### src/hw/rtl/rvdec_pkg.sv
// Shared codes, field constants and the decode result type for the RV32I subset decoder.
package rvdec_pkg;

    localparam int unsigned WORD_W = 32;
    localparam int unsigned KIND_W = 5;
    localparam int unsigned FMT_W  = 3;
    localparam int unsigned REG_W  = 5;

    // instruction kinds
    localparam logic [KIND_W-1:0] K_LW    = 5'd0;
    localparam logic [KIND_W-1:0] K_SW    = 5'd1;
    localparam logic [KIND_W-1:0] K_LUI   = 5'd2;
    localparam logic [KIND_W-1:0] K_AUIPC = 5'd3;
    localparam logic [KIND_W-1:0] K_ADD   = 5'd4;
    localparam logic [KIND_W-1:0] K_SUB   = 5'd5;
    localparam logic [KIND_W-1:0] K_SLL   = 5'd6;
    localparam logic [KIND_W-1:0] K_SRL   = 5'd7;
    localparam logic [KIND_W-1:0] K_SRA   = 5'd8;
    localparam logic [KIND_W-1:0] K_ADDI  = 5'd9;
    localparam logic [KIND_W-1:0] K_SLLI  = 5'd10;
    localparam logic [KIND_W-1:0] K_SRLI  = 5'd11;
    localparam logic [KIND_W-1:0] K_SRAI  = 5'd12;
    localparam logic [KIND_W-1:0] K_SLTIU = 5'd13;
    localparam logic [KIND_W-1:0] K_JALR  = 5'd14;
    localparam logic [KIND_W-1:0] K_JAL   = 5'd15;
    localparam logic [KIND_W-1:0] K_BEQ   = 5'd16;
    localparam logic [KIND_W-1:0] K_BNE   = 5'd17;
    localparam logic [KIND_W-1:0] K_BLT   = 5'd18;
    localparam logic [KIND_W-1:0] K_BGE   = 5'd19;
    localparam logic [KIND_W-1:0] K_BLTU  = 5'd20;
    localparam logic [KIND_W-1:0] K_BGEU  = 5'd21;
    localparam logic [KIND_W-1:0] K_TRAP  = 5'd22;
    localparam logic [KIND_W-1:0] K_INV   = 5'd23;

    // formats
    localparam logic [FMT_W-1:0] F_I    = 3'd0;
    localparam logic [FMT_W-1:0] F_R    = 3'd1;
    localparam logic [FMT_W-1:0] F_S    = 3'd2;
    localparam logic [FMT_W-1:0] F_B    = 3'd3;
    localparam logic [FMT_W-1:0] F_U    = 3'd4;
    localparam logic [FMT_W-1:0] F_NONE = 3'd5;

    // major opcodes
    localparam logic [6:0] OP_LOAD   = 7'b0000011;
    localparam logic [6:0] OP_STORE  = 7'b0100011;
    localparam logic [6:0] OP_LUI    = 7'b0110111;
    localparam logic [6:0] OP_AUIPC  = 7'b0010111;
    localparam logic [6:0] OP_REG    = 7'b0110011;
    localparam logic [6:0] OP_IMM    = 7'b0010011;
    localparam logic [6:0] OP_JALR   = 7'b1100111;
    localparam logic [6:0] OP_BRANCH = 7'b1100011;
    localparam logic [6:0] OP_JAL    = 7'b1101111;
    localparam logic [6:0] OP_TRAP   = 7'b1101011;

    // funct3 codes
    localparam logic [2:0] F3_ADD   = 3'b000;
    localparam logic [2:0] F3_SLL   = 3'b001;
    localparam logic [2:0] F3_WORD  = 3'b010;
    localparam logic [2:0] F3_SLTU  = 3'b011;
    localparam logic [2:0] F3_SR    = 3'b101;
    localparam logic [2:0] F3_BEQ   = 3'b000;
    localparam logic [2:0] F3_BNE   = 3'b001;
    localparam logic [2:0] F3_BLT   = 3'b100;
    localparam logic [2:0] F3_BGE   = 3'b101;
    localparam logic [2:0] F3_BLTU  = 3'b110;
    localparam logic [2:0] F3_BGEU  = 3'b111;

    // funct7 codes
    localparam logic [6:0] F7_BASE = 7'b0000000;
    localparam logic [6:0] F7_ALT  = 7'b0100000;

    typedef struct packed {
        logic [KIND_W-1:0]        instr_kind;
        logic                     is_invalid;
        logic [FMT_W-1:0]         format_kind;
        logic [REG_W-1:0]         src1_index;
        logic [REG_W-1:0]         src2_index;
        logic [REG_W-1:0]         dest_index;
        logic signed [WORD_W-1:0] immediate;
        logic                     writes_register;
    } t_dec_result;

endpackage

### src/hw/rtl/rvdec_ifs.sv
// Valid/ready channel interfaces for the instruction and decode result beats.
interface rvdec_instr_if;
    logic                           valid;
    logic                           ready;
    logic [rvdec_pkg::WORD_W-1:0]   instr_word;

    modport source (output valid, output instr_word, input ready);
    modport sink   (input valid, input instr_word, output ready);
endinterface

interface rvdec_result_if;
    logic                               valid;
    logic                               ready;
    logic [rvdec_pkg::KIND_W-1:0]       instr_kind;
    logic                               is_invalid;
    logic [rvdec_pkg::FMT_W-1:0]        format_kind;
    logic [rvdec_pkg::REG_W-1:0]        src1_index;
    logic [rvdec_pkg::REG_W-1:0]        src2_index;
    logic [rvdec_pkg::REG_W-1:0]        dest_index;
    logic signed [rvdec_pkg::WORD_W-1:0] immediate;
    logic                               writes_register;

    modport source (output valid, output instr_kind, output is_invalid, output format_kind,
                    output src1_index, output src2_index, output dest_index,
                    output immediate, output writes_register, input ready);
    modport sink   (input valid, input instr_kind, input is_invalid, input format_kind,
                    input src1_index, input src2_index, input dest_index,
                    input immediate, input writes_register, output ready);
endinterface

### src/hw/rtl/rvdec_decode.sv
// Combinational decode of one instruction word into kind, format, indices and immediate.
module rvdec_decode (
    input  logic [rvdec_pkg::WORD_W-1:0] i_word,
    output rvdec_pkg::t_dec_result       o_result
);

    logic [6:0]                     op;
    logic [2:0]                     f3;
    logic [6:0]                     f7;
    logic [rvdec_pkg::KIND_W-1:0]   kind;
    logic [rvdec_pkg::FMT_W-1:0]    fmt;
    logic [rvdec_pkg::REG_W-1:0]    s1;
    logic [rvdec_pkg::REG_W-1:0]    s2;
    logic [rvdec_pkg::REG_W-1:0]    d;
    logic [rvdec_pkg::WORD_W-1:0]   imm;

    assign op = i_word[6:0];
    assign f3 = i_word[14:12];
    assign f7 = i_word[31:25];

    // pattern match: first match within each opcode group
    always_comb begin
        kind = rvdec_pkg::K_INV;
        fmt  = rvdec_pkg::F_NONE;
        unique case (op)
            rvdec_pkg::OP_LOAD: begin
                fmt = rvdec_pkg::F_I;
                if (f3 == rvdec_pkg::F3_WORD) kind = rvdec_pkg::K_LW;
            end
            rvdec_pkg::OP_STORE: begin
                fmt = rvdec_pkg::F_S;
                if (f3 == rvdec_pkg::F3_WORD) kind = rvdec_pkg::K_SW;
            end
            rvdec_pkg::OP_LUI: begin
                fmt  = rvdec_pkg::F_U;
                kind = rvdec_pkg::K_LUI;
            end
            rvdec_pkg::OP_AUIPC: begin
                fmt  = rvdec_pkg::F_U;
                kind = rvdec_pkg::K_AUIPC;
            end
            rvdec_pkg::OP_REG: begin
                fmt = rvdec_pkg::F_R;
                if (f3 == rvdec_pkg::F3_ADD) begin
                    if (f7 == rvdec_pkg::F7_BASE)     kind = rvdec_pkg::K_ADD;
                    else if (f7 == rvdec_pkg::F7_ALT) kind = rvdec_pkg::K_SUB;
                end else if (f3 == rvdec_pkg::F3_SR) begin
                    if (f7 == rvdec_pkg::F7_BASE)     kind = rvdec_pkg::K_SRL;
                    else if (f7 == rvdec_pkg::F7_ALT) kind = rvdec_pkg::K_SRA;
                end else if (f3 == rvdec_pkg::F3_SLL) begin
                    kind = rvdec_pkg::K_SLL;   // funct7 not checked
                end
            end
            rvdec_pkg::OP_IMM: begin
                fmt = rvdec_pkg::F_I;
                if (f3 == rvdec_pkg::F3_ADD) begin
                    kind = rvdec_pkg::K_ADDI;
                end else if (f3 == rvdec_pkg::F3_SR) begin
                    if (f7 == rvdec_pkg::F7_BASE)     kind = rvdec_pkg::K_SRLI;
                    else if (f7 == rvdec_pkg::F7_ALT) kind = rvdec_pkg::K_SRAI;
                end else if (f3 == rvdec_pkg::F3_SLL) begin
                    kind = rvdec_pkg::K_SLLI;  // funct7 not checked
                end else if (f3 == rvdec_pkg::F3_SLTU) begin
                    kind = rvdec_pkg::K_SLTIU;
                end
            end
            rvdec_pkg::OP_JALR: begin
                fmt = rvdec_pkg::F_I;
                if (f3 == rvdec_pkg::F3_ADD) kind = rvdec_pkg::K_JALR;
            end
            rvdec_pkg::OP_BRANCH: begin
                fmt = rvdec_pkg::F_B;
                unique case (f3)
                    rvdec_pkg::F3_BEQ:  kind = rvdec_pkg::K_BEQ;
                    rvdec_pkg::F3_BNE:  kind = rvdec_pkg::K_BNE;
                    rvdec_pkg::F3_BLT:  kind = rvdec_pkg::K_BLT;
                    rvdec_pkg::F3_BGE:  kind = rvdec_pkg::K_BGE;
                    rvdec_pkg::F3_BLTU: kind = rvdec_pkg::K_BLTU;
                    rvdec_pkg::F3_BGEU: kind = rvdec_pkg::K_BGEU;
                    default:            kind = rvdec_pkg::K_INV;
                endcase
            end
            rvdec_pkg::OP_JAL:  kind = rvdec_pkg::K_JAL;
            rvdec_pkg::OP_TRAP: kind = rvdec_pkg::K_TRAP;
            default: ;
        endcase
    end

    // operand fields; jal keeps format "none" but still carries rd and its immediate
    always_comb begin
        s1  = '0;
        s2  = '0;
        d   = '0;
        imm = '0;
        if (kind == rvdec_pkg::K_INV || kind == rvdec_pkg::K_TRAP) begin
            s1 = '0;
        end else if (kind == rvdec_pkg::K_JAL) begin
            d   = i_word[11:7];
            imm = {{11{i_word[31]}}, i_word[31], i_word[19:12], i_word[20],
                   i_word[30:21], 1'b0};
        end else begin
            unique case (fmt)
                rvdec_pkg::F_I: begin
                    s1  = i_word[19:15];
                    d   = i_word[11:7];
                    imm = {{20{i_word[31]}}, i_word[31:20]};
                end
                rvdec_pkg::F_R: begin
                    s1 = i_word[19:15];
                    s2 = i_word[24:20];
                    d  = i_word[11:7];
                end
                rvdec_pkg::F_S: begin
                    s1  = i_word[19:15];
                    s2  = i_word[24:20];
                    imm = {{20{i_word[31]}}, i_word[31:25], i_word[11:7]};
                end
                rvdec_pkg::F_B: begin
                    s1  = i_word[19:15];
                    s2  = i_word[24:20];
                    imm = {{19{i_word[31]}}, i_word[31], i_word[7], i_word[30:25],
                           i_word[11:8], 1'b0};
                end
                default: begin
                    d   = i_word[11:7];
                    imm = {i_word[31:12], 12'b0};
                end
            endcase
        end
    end

    always_comb begin
        o_result.instr_kind      = kind;
        o_result.is_invalid      = (kind == rvdec_pkg::K_INV);
        o_result.format_kind     = (kind == rvdec_pkg::K_INV || kind == rvdec_pkg::K_TRAP)
                                   ? rvdec_pkg::F_NONE : fmt;
        o_result.src1_index      = s1;
        o_result.src2_index      = s2;
        o_result.dest_index      = d;
        o_result.immediate       = imm;
        o_result.writes_register = (d != '0);
    end

endmodule

### src/hw/rtl/rv32i_subset_instruction_decoder_core.sv
// Top level: input register, decode logic and result register of the RV32I subset decoder.
//
//   channel   dir  beat payload
//   i_instr   in   instr_word (32 bits)
//   o_result  out  instr_kind, is_invalid, format_kind, src1/src2/dest_index,
//                  immediate, writes_register
//
// One beat in and one beat out per cycle when neither side stalls.
// The instruction register feeds the decode logic, whose output loads the result register.
// i_rst_n (synchronous, active low) empties both stages.
// A stalled result holds in its register; the instruction stage still takes a beat
// whenever it is empty or moves forward in the same cycle.
module rv32i_subset_instruction_decoder_core (
    input  logic                  i_clk,
    input  logic                  i_rst_n,
    rvdec_instr_if.sink           i_instr,
    rvdec_result_if.source        o_result
);

    logic                           r_s1_valid;
    logic [rvdec_pkg::WORD_W-1:0]   r_s1_word;
    logic                           r_out_valid;
    rvdec_pkg::t_dec_result         r_out;
    rvdec_pkg::t_dec_result         n_out;
    logic                           s1_ready;
    logic                           s2_ready;

    assign s2_ready = !r_out_valid || o_result.ready;
    assign s1_ready = !r_s1_valid || s2_ready;

    rvdec_decode u_decode (
        .i_word   (r_s1_word),
        .o_result (n_out)
    );

    always_ff @(posedge i_clk) begin
        if (!i_rst_n) begin
            r_s1_valid  <= 1'b0;
            r_out_valid <= 1'b0;
        end else begin
            if (s1_ready) r_s1_valid  <= i_instr.valid;
            if (s2_ready) r_out_valid <= r_s1_valid;
        end
    end

    always_ff @(posedge i_clk) begin
        if (s1_ready && i_instr.valid) r_s1_word <= i_instr.instr_word;
        if (s2_ready && r_s1_valid)    r_out     <= n_out;
    end

    assign i_instr.ready            = s1_ready;
    assign o_result.valid           = r_out_valid;
    assign o_result.instr_kind      = r_out.instr_kind;
    assign o_result.is_invalid      = r_out.is_invalid;
    assign o_result.format_kind     = r_out.format_kind;
    assign o_result.src1_index      = r_out.src1_index;
    assign o_result.src2_index      = r_out.src2_index;
    assign o_result.dest_index      = r_out.dest_index;
    assign o_result.immediate       = r_out.immediate;
    assign o_result.writes_register = r_out.writes_register;

`ifndef NO_ASSERTIONS
    // a held instruction beat is never dropped while the result stage is blocked
    a_s1_hold: assert property (@(posedge i_clk) disable iff (!i_rst_n)
        (r_s1_valid && !s2_ready) |=> r_s1_valid)
        else $error("instruction beat lost while result stage stalled");

    a_invalid_flag: assert property (@(posedge i_clk) disable iff (!i_rst_n)
        r_out_valid |-> (r_out.is_invalid == (r_out.instr_kind == rvdec_pkg::K_INV)))
        else $error("is_invalid disagrees with instr_kind");

    a_no_write_sb: assert property (@(posedge i_clk) disable iff (!i_rst_n)
        (r_out_valid && (r_out.format_kind == rvdec_pkg::F_S ||
                         r_out.format_kind == rvdec_pkg::F_B)) |-> !r_out.writes_register)
        else $error("store or branch flagged as register write");

    a_empty_fields: assert property (@(posedge i_clk) disable iff (!i_rst_n)
        (r_out_valid && (r_out.instr_kind == rvdec_pkg::K_INV ||
                         r_out.instr_kind == rvdec_pkg::K_TRAP))
        |-> (r_out.immediate == '0 && r_out.dest_index == '0 &&
             r_out.format_kind == rvdec_pkg::F_NONE))
        else $error("invalid or trap result carries operand fields");

    a_write_rd: assert property (@(posedge i_clk) disable iff (!i_rst_n)
        r_out_valid |-> (r_out.writes_register == (r_out.dest_index != '0)))
        else $error("writes_register disagrees with dest_index");
`endif

endmodule

### src/flat_wrapper.sv
// flat-port wrapper written by rule: the top's interface ports become plain ports
module rv32i_subset_instruction_decoder_core_flat 
  (i_clk, i_rst_n, i_instr_valid, i_instr_instr_word, i_instr_ready, o_result_valid, o_result_instr_kind, o_result_is_invalid, o_result_format_kind, o_result_src1_index, o_result_src2_index, o_result_dest_index, o_result_immediate, o_result_writes_register, o_result_ready);
  rvdec_instr_if i_instr_i ();
  rvdec_result_if o_result_i ();
  input  logic i_clk;
  input  logic i_rst_n;
  input wire logic [$bits(i_instr_i.valid)-1:0] i_instr_valid;
  input wire logic [$bits(i_instr_i.instr_word)-1:0] i_instr_instr_word;
  output wire logic [$bits(i_instr_i.ready)-1:0] i_instr_ready;
  output wire logic [$bits(o_result_i.valid)-1:0] o_result_valid;
  output wire logic [$bits(o_result_i.instr_kind)-1:0] o_result_instr_kind;
  output wire logic [$bits(o_result_i.is_invalid)-1:0] o_result_is_invalid;
  output wire logic [$bits(o_result_i.format_kind)-1:0] o_result_format_kind;
  output wire logic [$bits(o_result_i.src1_index)-1:0] o_result_src1_index;
  output wire logic [$bits(o_result_i.src2_index)-1:0] o_result_src2_index;
  output wire logic [$bits(o_result_i.dest_index)-1:0] o_result_dest_index;
  output wire logic [$bits(o_result_i.immediate)-1:0] o_result_immediate;
  output wire logic [$bits(o_result_i.writes_register)-1:0] o_result_writes_register;
  input wire logic [$bits(o_result_i.ready)-1:0] o_result_ready;
  assign i_instr_i.valid = i_instr_valid;
  assign i_instr_i.instr_word = i_instr_instr_word;
  assign i_instr_ready = i_instr_i.ready;
  assign o_result_valid = o_result_i.valid;
  assign o_result_instr_kind = o_result_i.instr_kind;
  assign o_result_is_invalid = o_result_i.is_invalid;
  assign o_result_format_kind = o_result_i.format_kind;
  assign o_result_src1_index = o_result_i.src1_index;
  assign o_result_src2_index = o_result_i.src2_index;
  assign o_result_dest_index = o_result_i.dest_index;
  assign o_result_immediate = o_result_i.immediate;
  assign o_result_writes_register = o_result_i.writes_register;
  assign o_result_i.ready = o_result_ready;
  rv32i_subset_instruction_decoder_core u_core (.i_clk(i_clk), .i_rst_n(i_rst_n), .i_instr(i_instr_i), .o_result(o_result_i));
endmodule
### config.mk
export PLATFORM = sky130hd
export DESIGN_NAME = rv32i_subset_instruction_decoder_core_flat
export DESIGN_NICKNAME = d
export VERILOG_FILES = /design/src/hw/rtl/rvdec_pkg.sv /design/src/hw/rtl/rvdec_ifs.sv /design/src/hw/rtl/rvdec_decode.sv /design/src/hw/rtl/rv32i_subset_instruction_decoder_core.sv /design/src/flat_wrapper.sv
export SDC_FILE = /design/constraint.sdc
export NUM_CORES = 1
export LEC_CHECK = 0
export BUFFER_PORTS_ARGS = -buffer_cell sky130_fd_sc_hd__buf_4
export CORE_ASPECT_RATIO = 0.7
export CORE_MARGIN = 5
export CORE_UTILIZATION = 36
export DETAILED_ROUTE_END_ITERATION = 16
export GPL_ROUTABILITY_DRIVEN = 1
export SYNTH_ARGS = -nofsm -noshare
export SYNTH_HDL_FRONTEND = slang
export SYNTH_SLANG_ARGS = --single-unit
### constraint.sdc
create_clock -name i_clk -period 11.6 [get_ports i_clk]
set_input_delay 2.32 -clock i_clk [delete_from_list [all_inputs] [get_ports i_clk]]
set_output_delay 2.32 -clock i_clk [all_outputs]
set_load 0.01 [all_outputs]
# Yosys cells after proc, flatten, opt, wreduce, memory -nomap -nowiden
# Index checks and enable logic that the tools add are counted.
[classes] bitwise_logic=2 reduce_logical=19 eq_ne=24 n_mux=24
[ops] operator="$pmux 32 s4" count=1
[ops] operator="$mux 5" count=19
[ops] operator="$pmux 5 s10" count=1
[ops] operator="$mux 32" count=1
[ops] operator="$eq 7x6->1 const B" count=4
[ops] operator="$eq 7x7->1 const B" count=4
[ops] operator="$pmux 3 s6" count=1
[ops] operator="$pmux 3 s5" count=1
[ops] operator="$eq 7x5->1 const B" count=2
[ops] operator="$eq 3x2->1 const B" count=4
[ops] operator="$eq 3x3->1 const B" count=4
[ops] operator="$reduce_or 3->1" count=4
[ops] operator="$eq 5x5->1 const B" count=2
[ops] operator="$eq 7x2->1 const B" count=1
[ops] operator="$logic_not 7->1" count=1
[ops] operator="$eq 3x1->1 const B" count=2
[ops] operator="$logic_not 3->1" count=2
[ops] operator="$reduce_or 2->1" count=3
[ops] operator="$eq 5x4->1 const B" count=1
[ops] operator="$reduce_bool 5->1" count=1
[ops] operator="$reduce_or 4->1" count=1
[ops] operator="$logic_or 1x1->1" count=3
[ops] operator="$logic_and 1x1->1" count=2
[ops] operator="$logic_not 1->1" count=2
[ops] operator="$not 1->1" count=2
[word_totals] input_bits=36 ff_bits=91 wordCells=81 out_inout_bits=59

# Longest topological paths before layout
# Gate-level depths: netlist of run 1.
[logic_depth] depth_word=10 depth_mapped=11 ltp_nobuf=8

# Hierarchy
# From an unflattened synthesis of run 1, not the netlist that was laid out.
[unflattened] cells_unflattened=302 hier_area_um2=3988.8
[by_module_without_submodules] module="rv32i_subset_instruction_decoder_core" instances=1 area_per_inst_um2=2776.4 seq_area_each_um2=2712.6 cells_each=98
[by_module_without_submodules] module="rvdec_decode" instances=1 area_per_inst_um2=1212.4 seq_area_each_um2=0.0 cells_each=204

# Worst setup path before layout of run 1
# Ideal clock, no wire load.
[synth_path] kind="in2reg" start="input o_result_ready" end="register u_core.r_out, in the netlist u_core.o_result.dest_index[0] (enable)" t_arrival_ns=4.938 path_buffers=0 required_ns=11.121 path_slack_ns=6.183 stages=2 setup_ns=0.479 cell_sequence="nor2b_1 -> nor2b_1"
[synth_via] elab_chain_cells=2
[synth_rtl] item="from (decl)" line_no="flat_wrapper.sv:20" text="input wire logic [$bits(o_result_i.ready)-1:0] o_result_ready;"
[synth_rtl] item="$logic_or 1x1->1" line_no="rv32i_subset_instruction_decoder_core.sv:28" text="assign s2_ready = !r_out_valid || o_result.ready;"
[synth_rtl] item="$logic_and 1x1->1" line_no="rv32i_subset_instruction_decoder_core.sv:48" text="if (s2_ready && r_s1_valid) r_out <= n_out;"
[synth_rtl] item="to (signal assigned)" line_no="rv32i_subset_instruction_decoder_core.sv:48"
[synth_rtl] item="to (decl)" line_no="rv32i_subset_instruction_decoder_core.sv:23" text="rvdec_pkg::t_dec_result r_out;"
# Every way passes these cells.
# A chain may end at the register's enable or synchronous reset.

# Worst setup path in the final report of run 1
[layout_path] start="input o_result_ready" end="output i_instr_ready"
[layout_via] elab_chain_cells=2
[layout_rtl] item="$logic_or 1x1->1" line_no="rv32i_subset_instruction_decoder_core.sv:28"
[layout_rtl] item="$logic_or 1x1->1" line_no="rv32i_subset_instruction_decoder_core.sv:29" text="assign s1_ready = !r_s1_valid || s2_ready;"
[layout_rtl] item="to (decl)" line_no="flat_wrapper.sv:10" text="output wire logic [$bits(i_instr_i.ready)-1:0] i_instr_ready;"
# Every way passes these cells.

==> results of run 1 <==
registers in the layout, indices dropped and copies added, names as in the netlist:
signal	cells
u_core.o_result.dest_index	5
u_core.o_result.format_kind	3
u_core.o_result.immediate	32
u_core.o_result.instr_kind	5
u_core.o_result.is_invalid	1
u_core.o_result.src1_index	5
u_core.o_result.src2_index	5
u_core.o_result.valid	1
u_core.o_result.writes_register	1
u_core.r_s1_valid	1
u_core.r_s1_word	32
where the power goes:
group / internal [mW] / switching (mW) / leakage (nW)
clock: 0.166 / 0.119 / 0.142
sequential: 0.380 / 0.0139 / 0.823
combinational: 0.0281 / 0.0320 / 0.936
total: 0.574 / 0.165 / 1.90
per-stage QoR:
| step | util | instance area, um2 | hold slack, ns | instances |
|---|---|---|---|---|
| after floorplan | - | 3990 | 0.477 | 293 |
| after global placement | 0.440 | 4810 | 0.513 | 524 |
| after detailed placement | 0.440 | 4810 | 0.519 | 524 |
| after CTS | 0.467 | 5100 | 0.537 | 539 |
| after global routing | 0.467 | 5100 | 0.577 | 539 |
| final | 0.467 | 5100 | 0.536 | 539 |
kinds of logic (layout without fill, tap and decap cells):
kind of cell,after synthesis,after routing,share of synthesized area
adders and majority gates,2,2,0.00627
AOI/OAI and AO/OA,70,70,0.134
xor gates and xnor gates,1,1,0.00220
muxes,1,1,0.00251
buffers and inverters,24,117,0.0314
DFF,91,91,0.680
and+or+nand+nor,104,104,0.143
cell type report:
class / instances / area share
multi-input cells: 178 / 0.227
clock inverters: 6 / 0.0128
inverters: 5 / 0.00368
repair buffers: 97 / 0.143
clock buffers: 9 / 0.0442
flip-flops and latches: 91 / 0.532
well taps: 153 / 0.0375
worst register-to-register path: stages, from the launching register on:
cell and delay [ns]:
edfxtp_1 0.83, nand3b_4 0.19, or4b_1 0.54, or2_0 0.25
a32oi_2 0.27, and2_1 0.92, nor3_1 0.14
how the worst min path moves through the flow:
| stage | slack [ns] | cells after the start | start | endpoint |
|---|---|---|---|---|
| 2_1_floorplan | 0.48 | 1 | u_core.r_s1_valid | u_core.o_result.valid |
| 3_3_place_gp | 0.51 | 1 | u_core.r_s1_valid | u_core.o_result.valid |
| 3_5_place_dp | 0.52 | 1 | u_core.r_s1_valid | u_core.o_result.valid |
| 4_1_cts | 0.54 | 1 | u_core.r_s1_valid | u_core.o_result.valid |
| 5_1_grt | 0.58 | 1 | u_core.r_s1_valid | u_core.o_result.valid |
| 6_report | 0.54 | 1 | u_core.r_s1_valid | u_core.o_result.valid |
cell usage in the layout (no fill, tap or decap), types with 2 or more instances in the layout:
cell type  synthesis  final
buf_4              2     97
edfxtp_1          89     89
nand2_1           32     32
a21oi_1           19     19
nor2_1            15     15
and3_1            12     12
and2_1            11     11
a21oi_2            9      9
clkbuf_16          0      9
o21ai_0            6      6
inv_1              5      5
nor2b_1            6      5
nand3_1            5      5
o2111a_1           5      5
a32o_1             5      5
nor3_1             4      4
o31ai_1            3      3
o21a_1             3      3
nor4_1             3      3
and2_0             2      2
a21boi_0           2      2
o32ai_1            2      2
nand2b_1           2      2
o22ai_1            2      2
a32oi_1            2      2
ha_1               2      2
clkinv_2           0      2
dfxtp_1            2      2
metal layers:
| metal | part of all wire | GRT usage |
|---|---|---|
| met3 | 0.092 | 0.0597 |
| met2 | 0.43 | 0.193 |
| met5 | 0 | 0 |
| met1 | 0.48 | 0.205 |
| met4 | 0.0042 | 0.0294 |
==> impl_metrics.toml, run 1 <==
[placed_design]
place_ws_ns = 6.29
dp.final_hpwl_mm = 6.42
place.gp.congestion = 0.853
io_buffers = 94

[floorplanning]
die_y_um = 98.1
start_util = 0.365
dieArea_um2 = 13300
die_w_um = 136
coreArea_um2 = 10900
rows = 32
io_pins = 95

[run_status]
status = "finished clean"

[sta]
slew_viol_final = 0
max-slew-margin-rel = 0.244
worst_pin_slew_ns = 1.13
max_freq_mhz = 188
post-route-min-period_ns = 5.32
rsz0062_at_grt = "no"
hold_viol_final = 0
fin_tns_setup_ns = 0
finalSetupViolations = 0
finClkSkew_ns = 0.00750
min_period_over_period = 0.458
finalWorstSetupSlack_ns = 6.28

[cells_and_area]
syn2layout_area_growth_pct = 27.9
seq_area_um2 = 2710
layout.nets = 420
diodes = 0
fillers = 1000
multiInputGateArea_um2 = 1160
drive_above_1_share = 0.334

[clock_tree]
cts_resized = 0
clk_pin_slew_ns = 0.06
cts_tree = "yes"
root_buffer = "clkbuf_16"
ctsHtreeMaxLevel = 3
worstSkewPairLatency_ns = 0.33
cts_hold_buf = 0
numCtsBuffers = 9
clock_path_buffers = 2
cts_sinks = 91
postCtsSetupRepairBufs = 0

[synth]
yosysTopAreaCellShare = 0.670
synth_fp_nets = 331
yosysTopAreaCell = "edfxtp_1"
synth_top_flop_cell = "edfxtp_1"
netlist_instances = 293
yosys-top-cells-area = "edfxtp_1, nand2_1, a21oi_1, a21oi_2, and3_1"
async_flop_share = 0
yosysWarnings = 0
synth_enable_flop_cells = 89
yosysMostFrequentCell = "edfxtp_1"
netlist_area_um2 = 3990
synth.distinct_cells = 56
syn_area_per_cell_um2 = 13.6
synthTopCellsByCount = "edfxtp_1, nand2_1, a21oi_1"
ys_seq_area_frac = 0.680
synth-seq-cells = 91

[global_route]
grt_pass1_wl_mm = 14.5
antenna_found_initial = 0
overflow = 0
grt_usage = 0.140
grt_pass1_vias = 2673
grt_max_degree = 58

[detailed_routing]
routedWlPerCell_um = 17.0
dr.pass1.iters = 4
drt_iter0_drc = 218
via_count = 2709
vias_per_cell = 5.03
wirelength_mm = 9.18
drc = 0
postRouteAntennaNets = 0

[setup_path]
critPathMaxFanout = 4
start_kind = "input port"
max_stage_delay_ns = 0.30
path_common_cell = "buf_4"
path_cells = "buf_4, nor2b_1, nand2_1, buf_4"
regToRegStartpoint = "u_core.r_s1_word[5]"
worstPathArrival_ns = 3.00
crit_cells = 4
critPathBufInv = 2
setup.worst_path.class = "in2out"
worstRegToRegCells = 6
crit_start = "o_result_ready"
crit_path_top_delay_cell = "nor2b_1"
cp_top_family = "simple AND/OR/NAND/NOR gates"
r2r_slack_ns = 8.17
cp.required_ns = 9.28
endpoint = "i_instr_ready"
timing.rr.end = "u_core.o_result.immediate[0]"
endpoint_kind = "output pin"

[pwr]
ir_drop_uv = 86.2
p_leak_nw = 1.90
p_per_area_nw_per_um2 = 145
power_uw = 739

[worst_hold_path]
min_path_type = "reg2reg"

[run]
max_cap_viol_count = 0
(Power assumes the default switching activity.)
==> run 2: changes to the inputs <==
--- a/config.mk
+++ b/config.mk
@@ -5,6 +5,7 @@
 export SDC_FILE = /design/constraint.sdc
 export NUM_CORES = 1
 export LEC_CHECK = 0
+export ABC_AREA = 1
 export BUFFER_PORTS_ARGS = -buffer_cell sky130_fd_sc_hd__buf_4
 export CORE_ASPECT_RATIO = 0.7
 export CORE_MARGIN = 5
==> constraint.sdc (replaced) <==
create_clock -name i_clk -period 4.9 [get_ports i_clk]
set_input_delay 0.98 -clock i_clk [delete_from_list [all_inputs] [get_ports i_clk]]
set_output_delay 0.98 -clock i_clk [all_outputs]
set_load 0.01 [all_outputs]
==> impl_metrics.toml, run 2 <==
[setup_path]
cp_top_family = "buffers and inverters"
start_kind = "input port"
path_common_cell = "buf_4"
worstPathArrival_ns = 1.52
crit_path_top_delay_cell = "buf_4"
max_stage_delay_ns = 0.18
path_cells = "buf_4, inv_1, nand3_1, buf_4"
critPathMaxFanout = 3
setup.worst_path.class = "in2out"
endpoint_kind = "output pin"
critPathBufInv = 3
cp.required_ns = 3.92

[clock_tree]
clk_pin_slew_ns = 0.06
root_buffer = "clkbuf_16"
cts_resized = 0
ctsHtreeMaxLevel = 3
numCtsBuffers = 9
worstSkewPairLatency_ns = 0.33
clock_path_buffers = 2
postCtsSetupRepairBufs = 0
cts_hold_buf = 0
cts_sinks = 91
cts_tree = "yes"

[sta]
max_freq_mhz = 400
max-slew-margin-rel = 0.272
min_period_over_period = 0.510
post-route-min-period_ns = 2.50
fin_tns_setup_ns = 0
worst_pin_slew_ns = 1.09
finalSetupViolations = 0
rsz0062_at_grt = "no"
slew_viol_final = 0
finClkSkew_ns = 0.00531
hold_viol_final = 0

[floorplanning]
die_y_um = 99.3
dieArea_um2 = 13600
die_w_um = 137
io_pins = 95
coreArea_um2 = 11100
rows = 32
start_util = 0.369

[pwr]
p_per_area_nw_per_um2 = 321
ir_drop_uv = 172
p_leak_nw = 2.33

[global_route]
grt_max_degree = 35
grt_pass1_vias = 3009
busiest_layer = "met2"
overflow = 0
grtUsageMet2 = 0.216
use_met3 = 0.0410
grt_usage = 0.144
antenna_found_initial = 0
grt_use_met1 = 0.203
grt_pass1_wl_mm = 15.1

[detailed_routing]
drc = 0
routedWlPerCell_um = 14.8
postRouteAntennaNets = 0
drt_iter0_drc = 231
wirelength_mm = 9.48
via_count = 2884
vias_per_cell = 4.50
dr.pass1.iters = 5

[synth]
yosysMostFrequentCell = "edfxtp_1"
yosysWarnings = 0
syn_area_per_cell_um2 = 10.6
netlist_instances = 385
async_flop_share = 0
ys_seq_area_frac = 0.662
yosysTopAreaCell = "edfxtp_1"
synth.distinct_cells = 35
synth_top_flop_cell = "edfxtp_1"
yosysTopAreaCellShare = 0.652
synth-seq-cells = 91
synth_fp_nets = 423
yosys-top-cells-area = "edfxtp_1, nand2_1, nor2_1, inv_1, nand3_1"
netlist_area_um2 = 4100
synthTopCellsByCount = "edfxtp_1, nand2_1, nor2_1"
synth_enable_flop_cells = 89

[cells_and_area]
diodes = 0
fillers = 1059
layout.nets = 523
final_cell_mix = "buf_4, edfxtp_1, nand2_1"
drive_above_1_share = 0.275
fin_area_um2 = 5220
syn2layout_area_growth_pct = 27.4
final_common_cell = "buf_4"

[worst_hold_path]
min_path_type = "reg2reg"

[placed_design]
placed_area_um2 = 4970
place.gp.congestion = 0.837
dp.final_hpwl_mm = 7.05
io_buffers = 94

[run]
max_cap_viol_count = 0

[run_status]
status = "finished clean"
-- run 2: changes by cell type after synthesis, moves of 9 or more --
cell | before | now
and2_1 | 11 | 1
and3_1 | 12 | 0
a21oi_2 | 9 | 0
nor2_1 | 15 | 71
inv_1 | 5 | 49
nand2_1 | 32 | 75
nand3_1 | 5 | 27
-- run 2: tightest hold or removal path, stage by stage, from the launching register on --
cell and delay [ns]:
dfxtp_1 0.31, inv_1 0.10, a21oi_1 0.07
-- run 2: worst paths after layout --
check                 startpoint                            end  slack (ns)  cells past startpoint
min reg2reg    u_core.r_s1_valid          u_core.o_result.valid        0.52                      2
min            u_core.r_s1_valid          u_core.o_result.valid        0.52                      2
max               o_result_ready                  i_instr_ready        2.40                      4
max reg2reg  u_core.r_s1_word[2]  u_core.o_result.immediate[21]        2.44                     11
-- run 2: final cells by class --
type / instances / area [um2] / share of cell area
Clock inverter: 3 / 16.3 / 0.00312
Clock buffer: 11 / 233 / 0.0446
Timing Repair Buffer: 96 / 721 / 0.138
Tap cell: 153 / 191 / 0.0367
Sequential cell: 91 / 2710 / 0.520
Multi-Input combinational cell: 233 / 1140 / 0.218
Inverter: 54 / 205 / 0.0393
-- run 2: metrics by stage --
stage	power (mW)	util	cells	setup WS, ns	hold slack [ns]
2_1_floorplan	1.02	-	385	0.611	0.448
5_1_grt	1.75	0.470	641	2.15	0.546
3_5_place_dp	1.10	0.448	627	2.04	0.515
3_3_place_gp	1.09	0.448	627	2.10	0.507
6_report	1.67	0.470	641	2.40	0.522
4_1_cts	1.70	0.470	641	2.39	0.524
-- run 2: per-layer routing --
| metal | wire length [um] | part of all wire |
|---|---|---|
| met2 | 4270 | 0.45 |
| met3 | 734 | 0.077 |
| met4 | 63 | 0.0066 |
| met1 | 4410 | 0.47 |
| met5 | 0 | 0 |
-- run 2: report_power, final --
group          internal, mW  switching, mW  leakage (nW)
registers             0.898         0.0204         0.902
logic                0.0637         0.0947          1.31
clock network         0.336          0.262         0.121
total                  1.30          0.377          2.33
-- run 2: cell families (layout without fill, tap and decap cells) --
group | after synthesis | in the layout | share of synthesized area
flip-flops | 91 | 91 | 0.662
buffers and inverters | 61 | 164 | 0.0626
adder cells (fa/ha/maj) | 2 | 2 | 0.00611
AO/OA/AOI/OAI | 32 | 32 | 0.0504
AND/OR/NAND/NOR | 199 | 199 | 0.219
==> run 3: changes to the inputs <==
--- a/config.mk
+++ b/config.mk
@@ -5,7 +5,7 @@
 export SDC_FILE = /design/constraint.sdc
 export NUM_CORES = 1
 export LEC_CHECK = 0
-export ABC_AREA = 1
+export ABC_AREA = 0
 export BUFFER_PORTS_ARGS = -buffer_cell sky130_fd_sc_hd__buf_4
 export CORE_ASPECT_RATIO = 0.7
 export CORE_MARGIN = 5
==> constraint.sdc (replaced) <==
create_clock -name i_clk -period 2.3 [get_ports i_clk]
set_input_delay 0.46 -clock i_clk [delete_from_list [all_inputs] [get_ports i_clk]]
set_output_delay 0.46 -clock i_clk [all_outputs]
set_load 0.01 [all_outputs]
==> impl_metrics.toml, run 3 (synthesis results as in run 1) <==
[run_status]
status = "finished, violations left"
failed_checks = "negative setup slack"

[cells_and_area]
instances_no_fill = 579
final_cell_mix = "buf_4, edfxtp_1, nand2_1"
final_common_cell = "buf_4"
seq_area_um2 = 2710
fillers = 972
final_util = 0.516
multiInputGateArea_um2 = 1340
syn2layout_area_growth_pct = 41.4
drive_above_1_share = 0.477
layout.nets = 460
diodes = 0

[floorplanning]
die_y_um = 98.1
io_pins = 95
rows = 32
die_w_um = 136
dieArea_um2 = 13300
coreArea_um2 = 10900
start_util = 0.365

[setup_path]
max_stage_delay_ns = 0.49
critPathMaxFanout = 22
cp.required_ns = 2.39
path_cells = "ha_2, nor2_2, or4b_4, or2_1, a32oi_2, nand2_2, buf_12, a32o_1"
setup.worst_path.class = "reg2reg"
endpoint_kind = "flip-flop"
start_kind = "flip-flop"
crit_path_top_delay_cell = "or4b_4"
worstPathArrival_ns = 2.52

[sta]
post-route-min-period_ns = 2.43
max-slew-margin-rel = 0.429
hold_slack_ns = 0.294
min_period_over_period = 1.06
slew_viol_final = 0
hold_viol_final = 0
finalSetupViolations = 50
max_freq_mhz = 411
finalWorstSetupSlack_ns = -0.132
rsz0062_at_grt = "yes"
finClkSkew_ns = 0.00810
worst_pin_slew_ns = 0.856

[detailed_routing]
dr.pass1.iters = 4
vias_per_cell = 5.00
drt_iter0_drc = 154
drc = 0
routedWlPerCell_um = 16.8
wirelength_mm = 9.73
postRouteAntennaNets = 0
via_count = 2897

[pwr]
p_per_area_nw_per_um2 = 674
p_leak_nw = 2.14
ir_drop_uv = 415

[clock_tree]
ctsHtreeMaxLevel = 3
cts_tree = "yes"
numCtsBuffers = 9
worstSkewPairLatency_ns = 0.34
root_buffer = "clkbuf_16"
clock_path_buffers = 2
cts_sinks = 91
clk_pin_slew_ns = 0.06

[global_route]
grt_usage = 0.146
antenna_found_initial = 0
grt_pass1_wl_mm = 15.0
overflow = 0
grt_pass1_vias = 2810
grt_max_degree = 58

[placed_design]
place.gp.congestion = 0.847
dp.final_hpwl_mm = 7.02
io_buffers = 94
dp_cells = 557

[worst_hold_path]
min_path_type = "in2reg"

[run]
max_cap_viol_count = 0
run 3: area by class of cell:
cell class	count	share of cell area
clock buffer	11	0.0413
clock inverter	4	0.00909
inverter	5	0.00377
multi-input combinational	178	0.238
sequential	91	0.481
tap	153	0.0339
timing repair buffer	137	0.193
run 3: stage by stage:
stage	area [um2]	worst slack (ns)	power, mW	setup TNS (ns)
6_report	5640	-0.132	3.80	-3.35
3_3_place_gp	5100	-0.169	2.37	-5.85
4_1_cts	5460	-0.113	3.81	-2.01
3_5_place_dp	5100	-0.252	2.37	-9.19
2_1_floorplan	4040	-0.143	2.17	-4.05
5_1_grt	5640	-0.253	3.95	-9.59
run 3: what timing repair did:
action / CTS / global route
hold buffers: 0 / 0
gates resized for setup: 13 / 30
setup endpoints to repair: 50 / 53
buffers inserted: 3 / 3
pin swaps: 7 / 11
gates cloned: 0 / 1
run 3: routing by layer:
layer | share of wire | vias to the layer above | GRT usage
li1 | - | 1384 | -
met1 | 0.45 | 1385 | 0.205
met2 | 0.44 | 120 | 0.221
met3 | 0.10 | 8 | 0.0494
met4 | 0.0081 | 0 | 0.0349
met5 | 0 | - | 0
run 3: path summary, 6_finish.rpt:
check	from	end	slack, ns	cells after the start
max	u_core.r_s1_word[13]	u_core.o_result.immediate[2]	-0.13	8
min	i_instr_instr_word[12]	u_core.r_s1_word[12]	0.29	1
max reg2reg	u_core.r_s1_word[13]	u_core.o_result.immediate[2]	-0.13	8
min reg2reg	u_core.r_s1_valid	u_core.o_result.valid	0.54	1
run 3: power breakdown:
part / leakage (nW) / total [mW] / switching (mW) / internal [mW]
Combinational: 1.18 / 0.415 / 0.217 / 0.198
Clock: 0.136 / 1.43 / 0.587 / 0.838
Sequential: 0.823 / 1.96 / 0.0446 / 1.91
Total: 2.14 / 3.80 / 0.848 / 2.95
run 3: worst max-delay path, delay by kind of cell (launching register included):
family	cells	cell delay [ns]
adders and majority gates	1	0.21
buffers and inverters	1	0.16
DFF	1	0.47
AOI/OAI and AO/OA	2	0.46
and+or+nand+nor	4	0.86
